## src/rtl/lps_pkg.sv

```systemverilog
// Shared types, constants and sigmoid table builder for the path selector.
package lps_pkg;

	typedef struct packed {
		logic signed [15:0] obstacle_x;
		logic signed [15:0] obstacle_y;
		logic [9:0]         obstacle_radius;
	} plan_req_t;

	typedef struct packed {
		logic signed [11:0] best_offset;
		logic [23:0]        best_cost;
		logic               path_found;
	} plan_res_t;

	typedef enum logic [2:0] {
		REG_MAX_OFFSET  = 3'd0,
		REG_LAT_STEP    = 3'd1,
		REG_POINT_COUNT = 3'd2,
		REG_LON_STEP    = 3'd3,
		REG_CLEARANCE   = 3'd4,
		REG_W_CENTER    = 3'd5,
		REG_W_OBSTACLE  = 3'd6,
		REG_W_SMOOTH    = 3'd7
	} cfg_reg_t;

	typedef struct packed {
		cfg_reg_t    index;
		logic [11:0] value;
	} cfg_wr_t;

	localparam int SIG_W = 17;
	localparam logic [17:0] NEAR_COST = 18'd256000;
	// 100*d2 <= 65536 in Q16.16 is d2 <= 655
	localparam int NEAR_D2_MAX = 655;
	localparam longint unsigned Q30_ONE = 64'd1073741824;
	localparam longint unsigned E_INV_Q30 = 64'd395007542;

	// Elaboration-time long division for the table builder.
	function automatic longint unsigned lps_udiv(input longint unsigned num,
		input longint unsigned den);
		longint unsigned q;
		longint unsigned r;
		q = 0;
		r = 0;
		for (int b = 63; b >= 0; b--) begin
			r = {r[62:0], num[b]};
			if (r >= den) begin
				r = r - den;
				q[b] = 1'b1;
			end
		end
		return q;
	endfunction

	// Sigmoid entry u of a depth-entry table, Q1.16.
	function automatic logic [SIG_W-1:0] lps_sig_entry(input int unsigned u,
		input int unsigned depth);
		longint unsigned zq;
		longint unsigned a;
		longint unsigned n;
		longint unsigned f;
		longint unsigned sum;
		longint unsigned term;
		longint unsigned den;
		longint unsigned ent;
		logic pos;
		zq = lps_udiv(64'(u) * 64'd786432, 64'(depth));
		pos = zq >= 64'd196608;
		a = pos ? zq - 64'd196608 : 64'd196608 - zq;
		n = a >> 16;
		f = a & 64'hFFFF;
		sum = Q30_ONE;
		term = Q30_ONE;
		for (int k = 1; k <= 10; k++) begin
			term = lps_udiv(term * f, 64'd65536 * 64'(k));
			if ((k & 1) != 0) sum = sum - term;
			else sum = sum + term;
		end
		for (longint unsigned j = 0; j < n; j++) sum = (sum * E_INV_Q30) >> 30;
		den = Q30_ONE + sum;
		if (pos) ent = lps_udiv((64'd1 << 46) + (den >> 1), den);
		else ent = lps_udiv((sum << 16) + (den >> 1), den);
		return ent[SIG_W-1:0];
	endfunction

endpackage

```

## src/rtl/lps_chan_if.sv

```systemverilog
// Valid/ready channel interface carrying one payload item.
interface lps_chan_if #(parameter type T = logic);
	logic valid;
	logic ready;
	T     data;
	modport source(output valid, output data, input ready);
	modport sink(input valid, input data, output ready);
	modport mon(input valid, input ready, input data);
endinterface

```

## src/rtl/lps_root_div.sv

```systemverilog
// Iterative unit: floor square root of a squared distance, then 65536 / root.
module lps_root_div import lps_pkg::*; #(
	parameter int SQW = 36
) (
	input  logic           clk,
	input  logic           arst_n,
	input  logic           start,
	input  logic [SQW-1:0] value,
	output logic           done,
	output logic [16:0]    quotient
);

	localparam int RW = SQW / 2;
	localparam int RMW = RW + 3;
	localparam int CNTW = $clog2(((RW > 17) ? RW : 17) + 1);

	typedef enum logic [2:0] {
		R_IDLE = 3'b001,
		R_SQRT = 3'b010,
		R_DIV  = 3'b100
	} rstate_t;

	rstate_t         state_q;
	logic [SQW-1:0]  val_q;
	logic [RMW-1:0]  rem_q;
	logic [RW-1:0]   root_q;
	logic [RW:0]     drem_q;
	logic [16:0]     num_q;
	logic [16:0]     quot_q;
	logic [CNTW-1:0] cnt_q;
	logic            done_q;

	logic [RMW-1:0] rem_t;
	logic [RMW-1:0] trial;
	logic [RW:0]    drem_t;
	logic           dge;

	always_comb begin
		rem_t = {rem_q[RMW-3:0], val_q[SQW-1:SQW-2]};
		trial = RMW'({root_q, 2'b01});
		drem_t = {drem_q[RW-1:0], num_q[16]};
		dge = drem_t >= {1'b0, root_q};
	end

	always_ff @(posedge clk or negedge arst_n) begin
		if (!arst_n) begin
			state_q <= R_IDLE;
			val_q <= '0;
			rem_q <= '0;
			root_q <= '0;
			drem_q <= '0;
			num_q <= '0;
			quot_q <= '0;
			cnt_q <= '0;
			done_q <= 1'b0;
		end else begin
			done_q <= 1'b0;
			unique case (state_q)
				R_IDLE: if (start) begin
					val_q <= value;
					rem_q <= '0;
					root_q <= '0;
					cnt_q <= CNTW'(RW - 1);
					state_q <= R_SQRT;
				end
				R_SQRT: begin
					val_q <= {val_q[SQW-3:0], 2'b00};
					if (rem_t >= trial) begin
						rem_q <= rem_t - trial;
						root_q <= {root_q[RW-2:0], 1'b1};
					end else begin
						rem_q <= rem_t;
						root_q <= {root_q[RW-2:0], 1'b0};
					end
					if (cnt_q == '0) begin
						drem_q <= '0;
						num_q <= 17'h10000;
						cnt_q <= CNTW'(16);
						state_q <= R_DIV;
					end else begin
						cnt_q <= cnt_q - CNTW'(1);
					end
				end
				R_DIV: begin
					num_q <= {num_q[15:0], 1'b0};
					drem_q <= dge ? drem_t - {1'b0, root_q} : drem_t;
					quot_q <= {quot_q[15:0], dge};
					if (cnt_q == '0) begin
						done_q <= 1'b1;
						state_q <= R_IDLE;
					end else begin
						cnt_q <= cnt_q - CNTW'(1);
					end
				end
				default: state_q <= R_IDLE;
			endcase
		end
	end

	assign done = done_q;
	assign quotient = quot_q;

endmodule

```

## src/rtl/lateral_offset_path_selector.sv

```systemverilog
// Lateral offset path selector: sweeps target offsets and picks the cheapest clear path.
// One plan request at a time: request.ready is high only while the sequencer is idle, and a
// finished result sits in an output register so the next request can enter meanwhile.
// All multiplies run on one registered multiplier; roots and divides on an iterative root/divide unit.
// Per candidate, each of the P points walks the table index steps, then the magnitude, dx,
// dy and accumulate states; the index steps derive floor(i*DEPTH/P). A collision-free
// candidate then runs the root/divide unit (start, square root over SQW/2 steps, 17-step
// divide, done) and the 4 cost states, or only the 4 cost states when the nearest point
// is within 0.1 m. P is the point count and DEPTH the sigmoid table depth; the sequencer
// returns to idle before the next request is taken.
// Reset settings give 9 candidates, 15 points, depth 64 and SQW 38.
module lateral_offset_path_selector import lps_pkg::*; #(
	parameter int MAX_POINTS = 32,
	parameter int SIGMOID_TABLE_DEPTH = 64
) (
	input logic        clk,
	input logic        arst_n,
	lps_chan_if.sink   request,
	lps_chan_if.source result,
	lps_chan_if.sink   cfg
);

	localparam int PW = $clog2(MAX_POINTS + 1);
	localparam int CW = (PW > 6) ? PW : 6;
	localparam int IW = $clog2(SIGMOID_TABLE_DEPTH);
	localparam int RW = $clog2(MAX_POINTS + SIGMOID_TABLE_DEPTH);
	localparam int XW = 11 + PW;
	localparam int DW = ((XW + 1 > 16) ? XW + 1 : 16) + 1;
	localparam int MW = (DW > 19) ? DW : 19;
	localparam int SQW = 2 * DW;

	typedef logic [SIG_W-1:0] sig_rom_t [SIGMOID_TABLE_DEPTH];

	function automatic sig_rom_t build_sig_rom();
		sig_rom_t rom;
		for (int u = 0; u < SIGMOID_TABLE_DEPTH; u++) begin
			rom[u] = lps_sig_entry(u, SIGMOID_TABLE_DEPTH);
		end
		return rom;
	endfunction

	localparam sig_rom_t SIG_ROM = build_sig_rom();

	typedef enum logic [14:0] {
		S_IDLE = 15'b000000000000001,
		S_LIM  = 15'b000000000000010,
		S_LIMW = 15'b000000000000100,
		S_CAND = 15'b000000000001000,
		S_IDX  = 15'b000000000010000,
		S_MAG  = 15'b000000000100000,
		S_DX   = 15'b000000001000000,
		S_DY   = 15'b000000010000000,
		S_ACC  = 15'b000000100000000,
		S_ROOT = 15'b000001000000000,
		S_C1   = 15'b000010000000000,
		S_C2   = 15'b000100000000000,
		S_C3   = 15'b001000000000000,
		S_C4   = 15'b010000000000000,
		S_DONE = 15'b100000000000000
	} state_t;

	state_t state_q;

	logic [10:0] max_off_q;
	logic [9:0]  lat_step_q;
	logic [5:0]  pt_cnt_q;
	logic [10:0] lon_step_q;
	logic [9:0]  clear_q;
	logic [11:0] wc_q;
	logic [11:0] wo_q;
	logic [11:0] ws_q;

	logic signed [11:0] last_q;
	logic signed [15:0] ox_q;
	logic signed [15:0] oy_q;
	logic [9:0]         orad_q;
	logic [PW-1:0]      np_q;
	logic [21:0]        lim_q;
	logic signed [12:0] d_q;
	logic signed [11:0] best_d_q;
	logic [23:0]        best_cost_q;
	logic               found_q;
	logic [10:0]        ad_q;
	logic [11:0]        adl_q;
	logic [PW-1:0]      i_q;
	logic [RW-1:0]      r_q;
	logic [IW-1:0]      idx_q;
	logic [XW-1:0]      x_q;
	logic [SQW-1:0]     min2_q;
	logic               hit_q;
	logic signed [DW-1:0] dy_q;
	logic [SQW-1:0]     sq_q;
	logic [17:0]        oc_q;
	logic [31:0]        acc_q;
	logic signed [2*MW-1:0] p_q;
	plan_res_t          res_q;
	logic               res_valid_q;
	logic               rd_start_q;

	logic signed [MW-1:0]   mul_a;
	logic signed [MW-1:0]   mul_b;
	logic signed [2*MW-1:0] mul_p;
	logic [CW-1:0]          pc_ext;
	logic [PW-1:0]          np_sel;
	logic [9:0]             step;
	logic signed [12:0]     max_s;
	logic signed [12:0]     d_nx;
	logic [12:0]            ad_w;
	logic signed [13:0]     dl_w;
	logic [13:0]            adl_w;
	logic [10:0]            csum;
	logic [SIG_W-1:0]       sig_val;
	logic [28:0]            mag_sum;
	logic [12:0]            mag;
	logic signed [DW-1:0]   y_v;
	logic signed [DW-1:0]   dx;
	logic [SQW-1:0]         d2;
	logic [SQW-1:0]         min_n;
	logic                   hit_n;
	logic [PW-1:0]          i_nx;
	logic [31:0]            total;
	logic [32:0]            round_w;
	logic [23:0]            cost_sat;
	logic                   better;
	logic                   res_load;
	logic                   rd_done;
	logic [16:0]            rd_quot;

	lps_root_div #(.SQW(SQW)) u_root_div (
		.clk      (clk),
		.arst_n   (arst_n),
		.start    (rd_start_q),
		.value    (min2_q),
		.done     (rd_done),
		.quotient (rd_quot)
	);

	always_comb begin
		pc_ext = CW'(pt_cnt_q);
		if (pc_ext == '0) np_sel = PW'(1);
		else if (pc_ext > CW'(MAX_POINTS)) np_sel = PW'(MAX_POINTS);
		else np_sel = PW'(pc_ext);
		step = (lat_step_q == '0) ? 10'd1 : lat_step_q;
		max_s = $signed({2'b00, max_off_q});
		d_nx = d_q + $signed({3'b000, step});
		ad_w = d_q[12] ? 13'(-d_q) : 13'(d_q);
		dl_w = 14'(d_q) - 14'(last_q);
		adl_w = dl_w[13] ? 14'(-dl_w) : 14'(dl_w);
		csum = 11'(clear_q) + 11'(orad_q);
		sig_val = SIG_ROM[idx_q];
		// round |d|*S back to Q8.8
		mag_sum = 29'(p_q[27:0]) + 29'd32768;
		mag = mag_sum[28:16];
		y_v = d_q[12] ? -DW'($signed({1'b0, mag})) : DW'($signed({1'b0, mag}));
		dx = DW'($signed({1'b0, x_q})) - DW'(ox_q);
		d2 = sq_q + p_q[SQW-1:0];
		min_n = (d2 < min2_q) ? d2 : min2_q;
		hit_n = hit_q | (d2 < SQW'(lim_q));
		i_nx = i_q + PW'(1);
		total = acc_q + p_q[31:0];
		round_w = (33'(total) + 33'd128) >> 8;
		cost_sat = (round_w[32:24] != '0) ? '1 : round_w[23:0];
		better = !found_q || (cost_sat < best_cost_q);
		res_load = (state_q == S_DONE) && (!res_valid_q || result.ready);
	end

	always_comb begin
		mul_a = '0;
		mul_b = '0;
		unique case (state_q)
			S_LIM: begin
				mul_a = MW'($signed({1'b0, csum}));
				mul_b = MW'($signed({1'b0, csum}));
			end
			S_MAG: begin
				mul_a = MW'($signed({1'b0, ad_q}));
				mul_b = MW'($signed({1'b0, sig_val}));
			end
			S_DX: begin
				mul_a = MW'(dx);
				mul_b = MW'(dx);
			end
			S_DY: begin
				mul_a = MW'(dy_q);
				mul_b = MW'(dy_q);
			end
			S_C1: begin
				mul_a = MW'($signed({1'b0, wc_q}));
				mul_b = MW'($signed({1'b0, ad_q}));
			end
			S_C2: begin
				mul_a = MW'($signed({1'b0, wo_q}));
				mul_b = MW'($signed({1'b0, oc_q}));
			end
			S_C3: begin
				mul_a = MW'($signed({1'b0, ws_q}));
				mul_b = MW'($signed({1'b0, adl_q}));
			end
			default: begin
				mul_a = '0;
				mul_b = '0;
			end
		endcase
	end

	assign mul_p = mul_a * mul_b;

	// configuration registers, always writable
	always_ff @(posedge clk or negedge arst_n) begin
		if (!arst_n) begin
			max_off_q <= 11'd512;
			lat_step_q <= 10'd128;
			pt_cnt_q <= 6'd15;
			lon_step_q <= 11'd256;
			clear_q <= 10'd128;
			wc_q <= 12'd128;
			wo_q <= 12'd256;
			ws_q <= 12'd77;
		end else if (cfg.valid) begin
			unique case (cfg.data.index)
				REG_MAX_OFFSET:  max_off_q <= cfg.data.value[10:0];
				REG_LAT_STEP:    lat_step_q <= cfg.data.value[9:0];
				REG_POINT_COUNT: pt_cnt_q <= cfg.data.value[5:0];
				REG_LON_STEP:    lon_step_q <= cfg.data.value[10:0];
				REG_CLEARANCE:   clear_q <= cfg.data.value[9:0];
				REG_W_CENTER:    wc_q <= cfg.data.value;
				REG_W_OBSTACLE:  wo_q <= cfg.data.value;
				REG_W_SMOOTH:    ws_q <= cfg.data.value;
				default: ;
			endcase
		end
	end

	always_ff @(posedge clk or negedge arst_n) begin
		if (!arst_n) begin
			state_q <= S_IDLE;
			last_q <= '0;
			ox_q <= '0;
			oy_q <= '0;
			orad_q <= '0;
			np_q <= '0;
			lim_q <= '0;
			d_q <= '0;
			best_d_q <= '0;
			best_cost_q <= '0;
			found_q <= 1'b0;
			ad_q <= '0;
			adl_q <= '0;
			i_q <= '0;
			r_q <= '0;
			idx_q <= '0;
			x_q <= '0;
			min2_q <= '0;
			hit_q <= 1'b0;
			dy_q <= '0;
			sq_q <= '0;
			oc_q <= '0;
			acc_q <= '0;
			p_q <= '0;
			res_q <= '0;
			res_valid_q <= 1'b0;
			rd_start_q <= 1'b0;
		end else begin
			p_q <= mul_p;
			rd_start_q <= 1'b0;
			if (res_load) res_valid_q <= 1'b1;
			else if (result.ready) res_valid_q <= 1'b0;
			unique case (state_q)
				S_IDLE: if (request.valid) begin
					ox_q <= request.data.obstacle_x;
					oy_q <= request.data.obstacle_y;
					orad_q <= request.data.obstacle_radius;
					np_q <= np_sel;
					d_q <= -max_s;
					found_q <= 1'b0;
					state_q <= S_LIM;
				end
				S_LIM: state_q <= S_LIMW;
				S_LIMW: begin
					lim_q <= p_q[21:0];
					state_q <= S_CAND;
				end
				S_CAND: begin
					if (d_q > max_s) begin
						state_q <= S_DONE;
					end else begin
						ad_q <= ad_w[10:0];
						adl_q <= adl_w[11:0];
						i_q <= '0;
						r_q <= '0;
						idx_q <= '0;
						x_q <= '0;
						min2_q <= '1;
						hit_q <= 1'b0;
						state_q <= S_IDX;
					end
				end
				// table index floor(i*DEPTH/P) kept as quotient and remainder
				S_IDX: begin
					if (r_q >= RW'(np_q)) begin
						r_q <= r_q - RW'(np_q);
						idx_q <= idx_q + IW'(1);
					end else begin
						state_q <= S_MAG;
					end
				end
				S_MAG: state_q <= S_DX;
				S_DX: begin
					dy_q <= y_v - DW'(oy_q);
					state_q <= S_DY;
				end
				S_DY: begin
					sq_q <= p_q[SQW-1:0];
					state_q <= S_ACC;
				end
				S_ACC: begin
					min2_q <= min_n;
					hit_q <= hit_n;
					x_q <= x_q + XW'(lon_step_q);
					i_q <= i_nx;
					r_q <= r_q + RW'(SIGMOID_TABLE_DEPTH);
					if (i_nx != np_q) begin
						state_q <= S_IDX;
					end else if (hit_n) begin
						d_q <= d_nx;
						state_q <= S_CAND;
					end else if (min_n <= SQW'(NEAR_D2_MAX)) begin
						oc_q <= NEAR_COST;
						state_q <= S_C1;
					end else begin
						rd_start_q <= 1'b1;
						state_q <= S_ROOT;
					end
				end
				S_ROOT: if (rd_done) begin
					oc_q <= {1'b0, rd_quot};
					state_q <= S_C1;
				end
				S_C1: state_q <= S_C2;
				S_C2: begin
					acc_q <= p_q[31:0];
					state_q <= S_C3;
				end
				S_C3: begin
					acc_q <= total;
					state_q <= S_C4;
				end
				S_C4: begin
					if (better) begin
						found_q <= 1'b1;
						best_cost_q <= cost_sat;
						best_d_q <= d_q[11:0];
					end
					d_q <= d_nx;
					state_q <= S_CAND;
				end
				S_DONE: if (res_load) begin
					res_q.best_offset <= found_q ? best_d_q : last_q;
					res_q.best_cost <= found_q ? best_cost_q : '0;
					res_q.path_found <= found_q;
					if (found_q) last_q <= best_d_q;
					state_q <= S_IDLE;
				end
				default: state_q <= S_IDLE;
			endcase
		end
	end

	assign request.ready = (state_q == S_IDLE);
	assign result.valid = res_valid_q;
	assign result.data = res_q;
	assign cfg.ready = 1'b1;

endmodule

```

## src/flat_wrapper.sv

```systemverilog
// flat-port wrapper written by rule: the top's interface ports become plain ports
module lateral_offset_path_selector_flat import lps_pkg::*;
#(
	parameter int MAX_POINTS = 32,
	parameter int SIGMOID_TABLE_DEPTH = 64
)
  (clk, arst_n, request_valid, request_data, request_ready, result_valid, result_data, result_ready, cfg_valid, cfg_data, cfg_ready);
  lps_chan_if #(.T(plan_req_t)) request_i ();
  lps_chan_if #(.T(plan_res_t)) result_i ();
  lps_chan_if #(.T(cfg_wr_t)) cfg_i ();
  input logic clk;
  input logic arst_n;
  input wire logic [$bits(request_i.valid)-1:0] request_valid;
  input wire logic [$bits(request_i.data)-1:0] request_data;
  output wire logic [$bits(request_i.ready)-1:0] request_ready;
  output wire logic [$bits(result_i.valid)-1:0] result_valid;
  output wire logic [$bits(result_i.data)-1:0] result_data;
  input wire logic [$bits(result_i.ready)-1:0] result_ready;
  input wire logic [$bits(cfg_i.valid)-1:0] cfg_valid;
  input wire logic [$bits(cfg_i.data)-1:0] cfg_data;
  output wire logic [$bits(cfg_i.ready)-1:0] cfg_ready;
  assign request_i.valid = request_valid;
  assign request_i.data = request_data;
  assign request_ready = request_i.ready;
  assign result_valid = result_i.valid;
  assign result_data = result_i.data;
  assign result_i.ready = result_ready;
  assign cfg_i.valid = cfg_valid;
  assign cfg_i.data = cfg_data;
  assign cfg_ready = cfg_i.ready;
  lateral_offset_path_selector #(.MAX_POINTS(MAX_POINTS), .SIGMOID_TABLE_DEPTH(SIGMOID_TABLE_DEPTH)) u_core (.clk(clk), .arst_n(arst_n), .request(request_i), .result(result_i), .cfg(cfg_i));
endmodule
```

## config.mk

```make
export PLATFORM = sky130hd
export DESIGN_NAME = lateral_offset_path_selector_flat
export DESIGN_NICKNAME = d
export VERILOG_FILES = /design/src/rtl/lps_pkg.sv /design/src/rtl/lps_chan_if.sv /design/src/rtl/lps_root_div.sv /design/src/rtl/lateral_offset_path_selector.sv /design/src/flat_wrapper.sv
export SDC_FILE = /design/constraint.sdc
export NUM_CORES = 2
export LEC_CHECK = 0
export BUFFER_PORTS_ARGS = -buffer_cell sky130_fd_sc_hd__buf_2
export CORE_AREA = 2 2 280 282
export CTS_BUF_LIST = sky130_fd_sc_hd__clkbuf_8 sky130_fd_sc_hd__clkbuf_16
export DETAILED_ROUTE_END_ITERATION = 16
export DIE_AREA = 0 0 282 284
export GPL_TIMING_DRIVEN = 0
export PLACE_DENSITY = 0.87
export SYNTH_ARGS = -nofsm -noshare
export SYNTH_HDL_FRONTEND = slang
export SYNTH_SLANG_ARGS = --single-unit
```

## constraint.sdc

```tcl
create_clock -name clk -period 21.5 [get_ports clk]
set_input_delay 0 -clock clk [delete_from_list [all_inputs] [get_ports clk]]
set_output_delay 0 -clock clk [all_outputs]
set_load 0.005 [all_outputs]
```

* Yosys cells after proc, flatten, opt, wreduce, memory -nomap -nowiden
Memory sizes are Yosys's and may differ from the RTL's.
Cells that the tools add are included.
** Cells by class
- Add/sub/neg operators :: 21
- $mul :: 1
- $lt $le $gt $ge :: 10
- Equal/unequal tests :: 41
- Muxes and demuxes :: 77
- Bitwise logic cells :: 3
- Reductions and logical operators :: 45
** Operators by type and width (count)
- $pmux 19 s7 :: 2
- $pmux 15 s14 :: 1
- $pmux 38 s2 :: 2
- $mux 38 :: 3
- $mux 15 :: 7
- $mux 19 :: 4
- $pmux 19 s2 :: 2
- $mux 18 :: 4
- $mux 17 :: 4
- $pmux 17 s2 :: 2
- $pmux 32 s2 :: 1
- $mux 24 :: 2
- $mux 20 :: 2
- $pmux 20 s2 :: 1
- $mux 13 :: 3
- $pmux 13 s3 :: 1
- $add 38x38->38 :: 1
- $le 38x10->1 const B :: 1
- $lt 38x22->1 :: 1
- $lt 38x38->1 :: 1
- $mul 19x19->38 :: 1
- $pmux 18 s2 :: 1
- $add 32x8->33 const B :: 1
- $add 32x32->32 :: 1
- other kinds (75) :: 149
** Storage, ports and cells
- Bits in registers :: 640
- Memory bits (read-only) :: 1088
- Input port bits :: 62
- Output and inout port bits :: 40
- Memories :: 1
** Memory list
- (no name shown) :: depth 64, width 17, read ports 1, clocked after memory_dff 0, write ports 0, RTL line lateral_offset_path_selector.sv:150 : sig_val = SIG_ROM[idx_q];

* Longest topological paths before layout
- Depth in word-level cells :: 8
- Mapped depth :: 43
- Depth with buffers taken out :: 41

* Cells and area by module
A second synthesis with hierarchy kept.
** Unflattened totals
- Cells, all modules :: 5944
- Area total of the unflattened synthesis :: 53533.8 um^2
** Modules (own cells, without submodules)
- lateral_offset_path_selector :: instances 1, cells an instance 5085, area each 46169.3 um^2, sequential area each 12555.8 um^2
- lps_root_div :: instances 1, cells an instance 859, area each 7364.6 um^2, sequential area each 3079.2 um^2

* Least setup slack after synthesis
No wires, ideal clock.
- Path type :: reg2reg
- Start :: reg u_core.state_q[6]
- End :: reg u_core.p_q[35]
- Library setup time :: 0.080 ns
- Data arrival time :: 9.023 ns
- Required time :: 21.420 ns
- Path slack :: 12.397 ns
- Stages on the path, launching flop included :: 36
- Buffers on the path :: 3
- Cells stage by stage :: dfrtp_1 nor2_1 nand2_1 nor4_1 nand2_1 or3_1 or3b_2 clkbuf_1 clkinv_1 clkbuf_1 a222oi_1 nand3_1 clkbuf_1 nand2_1 fa_1 inv_1 fa_1 inv_1 fa_1 inv_1 fa_1 fa_1 fa_1 ha_1 ha_1 o21a_1 o21ai_0 nor2_1 a211oi_1 a211oi_1 o31a_1 o31ai_1 nand2_1 a21o_1 a21oi_1 xnor2_1
** On the way
- Longest elaborated chain between the ends :: 3
- Elaborated cells on any way between the ends :: 10
- Those cells by class :: mul (1); eq/ne (7); mux (2)
** RTL lines
- from (decl) :: RTL line lateral_offset_path_selector.sv:62 : state_t state_q;
- from (signal assigned) :: RTL line lateral_offset_path_selector.sv:236 : state_q <= S_IDLE;
- from (signal assigned) :: RTL line lateral_offset_path_selector.sv:276 : state_q <= S_LIM;
- from (signal assigned) :: RTL line lateral_offset_path_selector.sv:278 : S_LIM: state_q <= S_LIMW;
- $eq 15x13->1 (tied with other cells) :: RTL line lateral_offset_path_selector.sv:170 : unique case (state_q)
- $pmux 19 s7 :: RTL line lateral_offset_path_selector.sv:170
- $mul 19x19->38 * :: RTL line lateral_offset_path_selector.sv:206 : assign mul_p = mul_a * mul_b;
- via u_core.mul_p[35] :: RTL line lateral_offset_path_selector.sv:102 : logic signed [2*MW-1:0] mul_p;
- to (signal assigned) :: RTL line lateral_offset_path_selector.sv:264 : p_q <= mul_p;
- to (decl) :: RTL line lateral_offset_path_selector.sv:95 : logic signed [2*MW-1:0] p_q;
Mark *: on every way through the listed nets, which the timed path passes. The rest lies on a longest branch.
A chain may end at the register's enable or synchronous reset.

* Final worst setup path
- Start :: reg u_core.state_q[1]
- End :: reg u_core.p_q[36]
The elaborated chain is that of the path after synthesis.

==> metrics list <==
* Crit end category: flop
- In this run the cell area of the synthesized design comes to around 54000 um^2.
- # H-tree levels: 3
* Proportion of synthesized flip-flops having asynchronous set or reset: 100%
- Leading area contributor after synthesis: dfrtp_1
- Switching power share of the total: 37.8%
* Maximum VDD drop: between 0.1 and 0.15 mV
* Most frequent cell on the critical path: inv_1
- CTS tree: built
- After detailed routing, the average wire length per cell comes to 23.1 um.
- Clock latency on the worst-skew pair: 650 ps
* Hpwl dp: between 100 and 150 mm
- Total Power: around 4.1 mW
- Synthesized area per cell: about 9 um^2
* Hold Crit Class: in2async
* Arr. time, crit path: about 14000 ps
- Buffers added to address setup during post-CTS repair amount to 0.
- Drt total wl: 169 mm
* Initial cell density of the core: between 60% and 70%
- Data required time of the worst path: 21940 ps
* Last weighted congestion value of the routability-driven placer: between 1 and 1.5
* Clock share of power: 30.3%
- Setup repair after global routing left no endpoint under its margin.
- Violation count after the first detailed-route iteration: ~5700
- Setup slack, reg-to-reg: around 8000 ps
* Distinct cell type count of the synthesized netlist: just over 100
- Summed area of non-filler cells in the final layout: 58600 um^2
- Gates resized during post-CTS repair numbered 0.
- Worst R2R Path Depth: 39
* Maximum frequency from static timing analysis: 74.4 MHz
- The via count of the first global-routing pass was around 48000.
- Synthesis produced 5973 cells.
- Residual DRC: 0
- Result of the run: finished, final reports clean
- Using the TritonRoute via totals, the vias-per-cell ratio works out to between 6 and 7.
- Synth Register Bits: approximately 620
- Count of port buffers added during placement: 100
- The clock net in this run drives a total of 624 sinks.
- Die area: between 80000 and 90000 um^2
- Final hold analysis gives a worst-case slack of around 6 ps.
* Number of standard cells in the final layout excluding fillers: roughly 7300
- The clock passes through at most 3 buffers.
- Post-synth EDFFs: 0
- Count of fill cells added during filler insertion: 5278
* Share of synthesized area occupied by flip-flops and latches: approximately 29%
- The synthesized design devotes to its leading area cell type about 28% of total area.
- Final core area utilization: 76.2%
* Global-route congestion overflow total: 0
- Sequential Power Share: between 30% and 40%
- Setup slack on the critical path of the routed design comes to slightly above 8000 ps.
* Area taken by multi-input logic gates: between 30000 and 40000 um^2
* Max Transition Viols Final: 0
- The final hold violation count was 0.
* Max-slew headroom: roughly 7.4%
- During I/O placement, the number of pins put on the boundary was approximately 100.
- Worst reg2reg startpoint: u_core.state_q[1]
- Slowest stage cell on the critical path: clkbuf_1
- The post-route netlist has around 7.2% of its cells at a drive strength greater than 1.
- Static leakage: 28.9 nW
- Setup slack at placement: about 8800 ps
- The Yosys step of the flow raised 0 warnings.
- Synth cell count leaders: 754 x nand2_1, 679 x inv_1, 608 x dfrtp_1
- The worst path needs between 10000 and 15000 ps of the cycle, external delays included.
* Largest incremental delay on the critical path: ~800 ps
* Max_cap viols: 0
- Net switching power: roughly 1.6 mW
- First-pass GRT wire length: between 200 and 300 mm
- Sequential cell area: approximately 16000 um^2
- Horiz. Die Dim: roughly 280 um
* Maximum fanout along the worst path: 10
- Library cell with the highest instance count after synthesis: nand2_1
- Slew at the pin closest to its max-slew limit: around 1400 ps
- The most used flip-flop cell after synthesis is dfrtp_1.
- Internal Power: between 2 and 3 mW
* Fraction of the cycle the final worst path needs: a little over three fifths
- Measured along the y axis, the die boundary spans approximately 280 um.
- The critical path is of the reg2reg type.
* Placed Cells: just over 7000
- Final total negative setup slack: 0 ps
- Global routing consumed, over all layers together, between 40% and 50% of the routing resources.
* DR vias: ~47000
- After the last flow step, the layout net total stands at approximately 7100.
* Number of search-and-repair iterations in the first detailed-routing pass: 10
- Syn_nets: about 7000
- The initial antenna violation count came to 14.
- PD cells: 70.5 nW/um^2
* Root buf cell: clkbuf_16
- Across the routed clock network, the largest skew measured is between 20 and 30 ps.
- Once placement finished, the instance area stood at ~56000 um^2.
- Destination of the worst register-to-register timing path: u_core.p_q[36]
* Clock buffer count from CTS: between 70 and 80
* Core Footprint: approximately 77000 um^2
- After clock tree synthesis, the clock-pin slew on the worst setup and hold paths is roughly 60 ps.
- In this run the core area contains around 100 standard-cell rows.
- Sorting the synthesized cells by area gives the leading types as dfrtp_1 28%, fa_1 14%, ha_1 9.9%.
* Number of setup violations in the final report: 0
- Logic pwr share: 33.4%
- DRT antenna net count: 0
* Area added between synthesis and finish: 9.52%
- Pin count of the biggest net entering global routing: approximately 120
* Category of the worst setup path launch point: flop
[cell usage in the layout (no fill, tap or decap), types with 52 or more instances in the layout]
cell type	netlist	routed
ha_1	424	424
and3_1	52	52
nor2b_1	52	52
nand3_1	158	158
inv_1	679	696
nor3_1	85	84
xor2_1	84	84
o211ai_1	58	58
clkbuf_1	234	234
fa_1	379	379
nor2_1	430	430
clkbuf_16	0	73
mux2i_1	64	64
mux2_2	138	138
dfrtp_1	608	608
nand2_1	754	754
xnor2_1	173	173
dlygate4sd3_1	0	66
a21oi_1	273	273
a31oi_1	70	70
a21o_1	98	98
buf_2	8	107
o21ai_0	372	371
[repair_timing]
item,CTS,global route
hold buffers,67,0
endpoints found under the setup margin,0,0
endpoints found under the hold margin,450,0
[worst max-delay path, delay by kind of cell (launching register included)]
family	cells	cell delay [ps]
AOI/OAI and AO/OA	6	2230
xor gates and xnor gates	1	670
adders and majority gates	8	3570
buffers and inverters	10	3090
DFF	1	460
and+or+nand+nor	14	3200
[flip-flops by register name (all words and copies together) (netlist names), 13 cells and up]
signal	cells
u_core.min2_q	38
u_core.p_q	38
u_core.ox_q	16
u_core.lim_q	22
u_core.dy_q	19
u_core.best_cost_q	24
u_core.result.data	25
u_core.oy_q	16
u_core.x_q	17
u_core.oc_q	18
u_core.d_q	13
u_core.u_root_div.root_q	19
u_core.u_root_div.quotient	17
u_core.u_root_div.val_q	38
u_core.state_q	15
u_core.u_root_div.drem_q	19
u_core.sq_q	38
u_core.acc_q	32
u_core.u_root_div.rem_q	20
[how the worst max path moves through the flow]
stage / from / endpoint / cells past startpoint
after floorplan: u_core.state_q[6] / u_core.p_q[35] / 35
after detailed placement: u_core.state_q[1] / u_core.p_q[36] / 39
after CTS: u_core.state_q[1] / u_core.p_q[36] / 39
after global placement: arst_n / u_core.oy_q[12] / 1
after global routing: u_core.state_q[1] / u_core.p_q[36] / 39
final: u_core.state_q[1] / u_core.p_q[36] / 39
[cells by family after synthesis]
family          count (synthesis)  share of synthesized area, %
simple gates                 1796                          15.2
fa+ha+maj                     803                          24.1
flops                         624                          29.2
buf+inv                       957                          6.80
xor+xnor                      257                          4.21
compound gates               1292                          15.4
other cells                     1                       0.00701
mux                           243                          5.05
[per-layer routing]
metal / vias up / GRT usage (%) / part of all wire, %
met2: 2742 / 65.6 / 44
met1: 23100 / 55.3 / 37
met4: 14 / 25.2 / 7.5
met5: - / 0 / 0.053
met3: 774 / 10.1 / 11
li1: 20800 / - / -
[cell type report]
| class | instances | share of cell area (%) |
|---|---|---|
| diodes | 1 | 0.00427 |
| plain buffers | 272 | 1.82 |
| clock buffers | 86 | 3.42 |
| clock inverters | 43 | 0.647 |
| inverters | 685 | 4.39 |
| multi-input cells | 4392 | 58.5 |
| flip-flops and latches | 624 | 26.7 |
| well taps | 1040 | 2.22 |
| repair buffers | 176 | 2.36 |
[power groups by stage]
stage	logic, mW	registers, mW	clock network, mW
4_1_cts	1.33	1.48	1.25
5_1_grt	1.50	1.50	1.30
2_1_floorplan	0.933	1.43	0
3_5_place_dp	1.29	1.50	0
6_report	1.38	1.50	1.25
3_3_place_gp	1.24	1.49	0
Note: power is estimated with default switching activity, not from simulation.
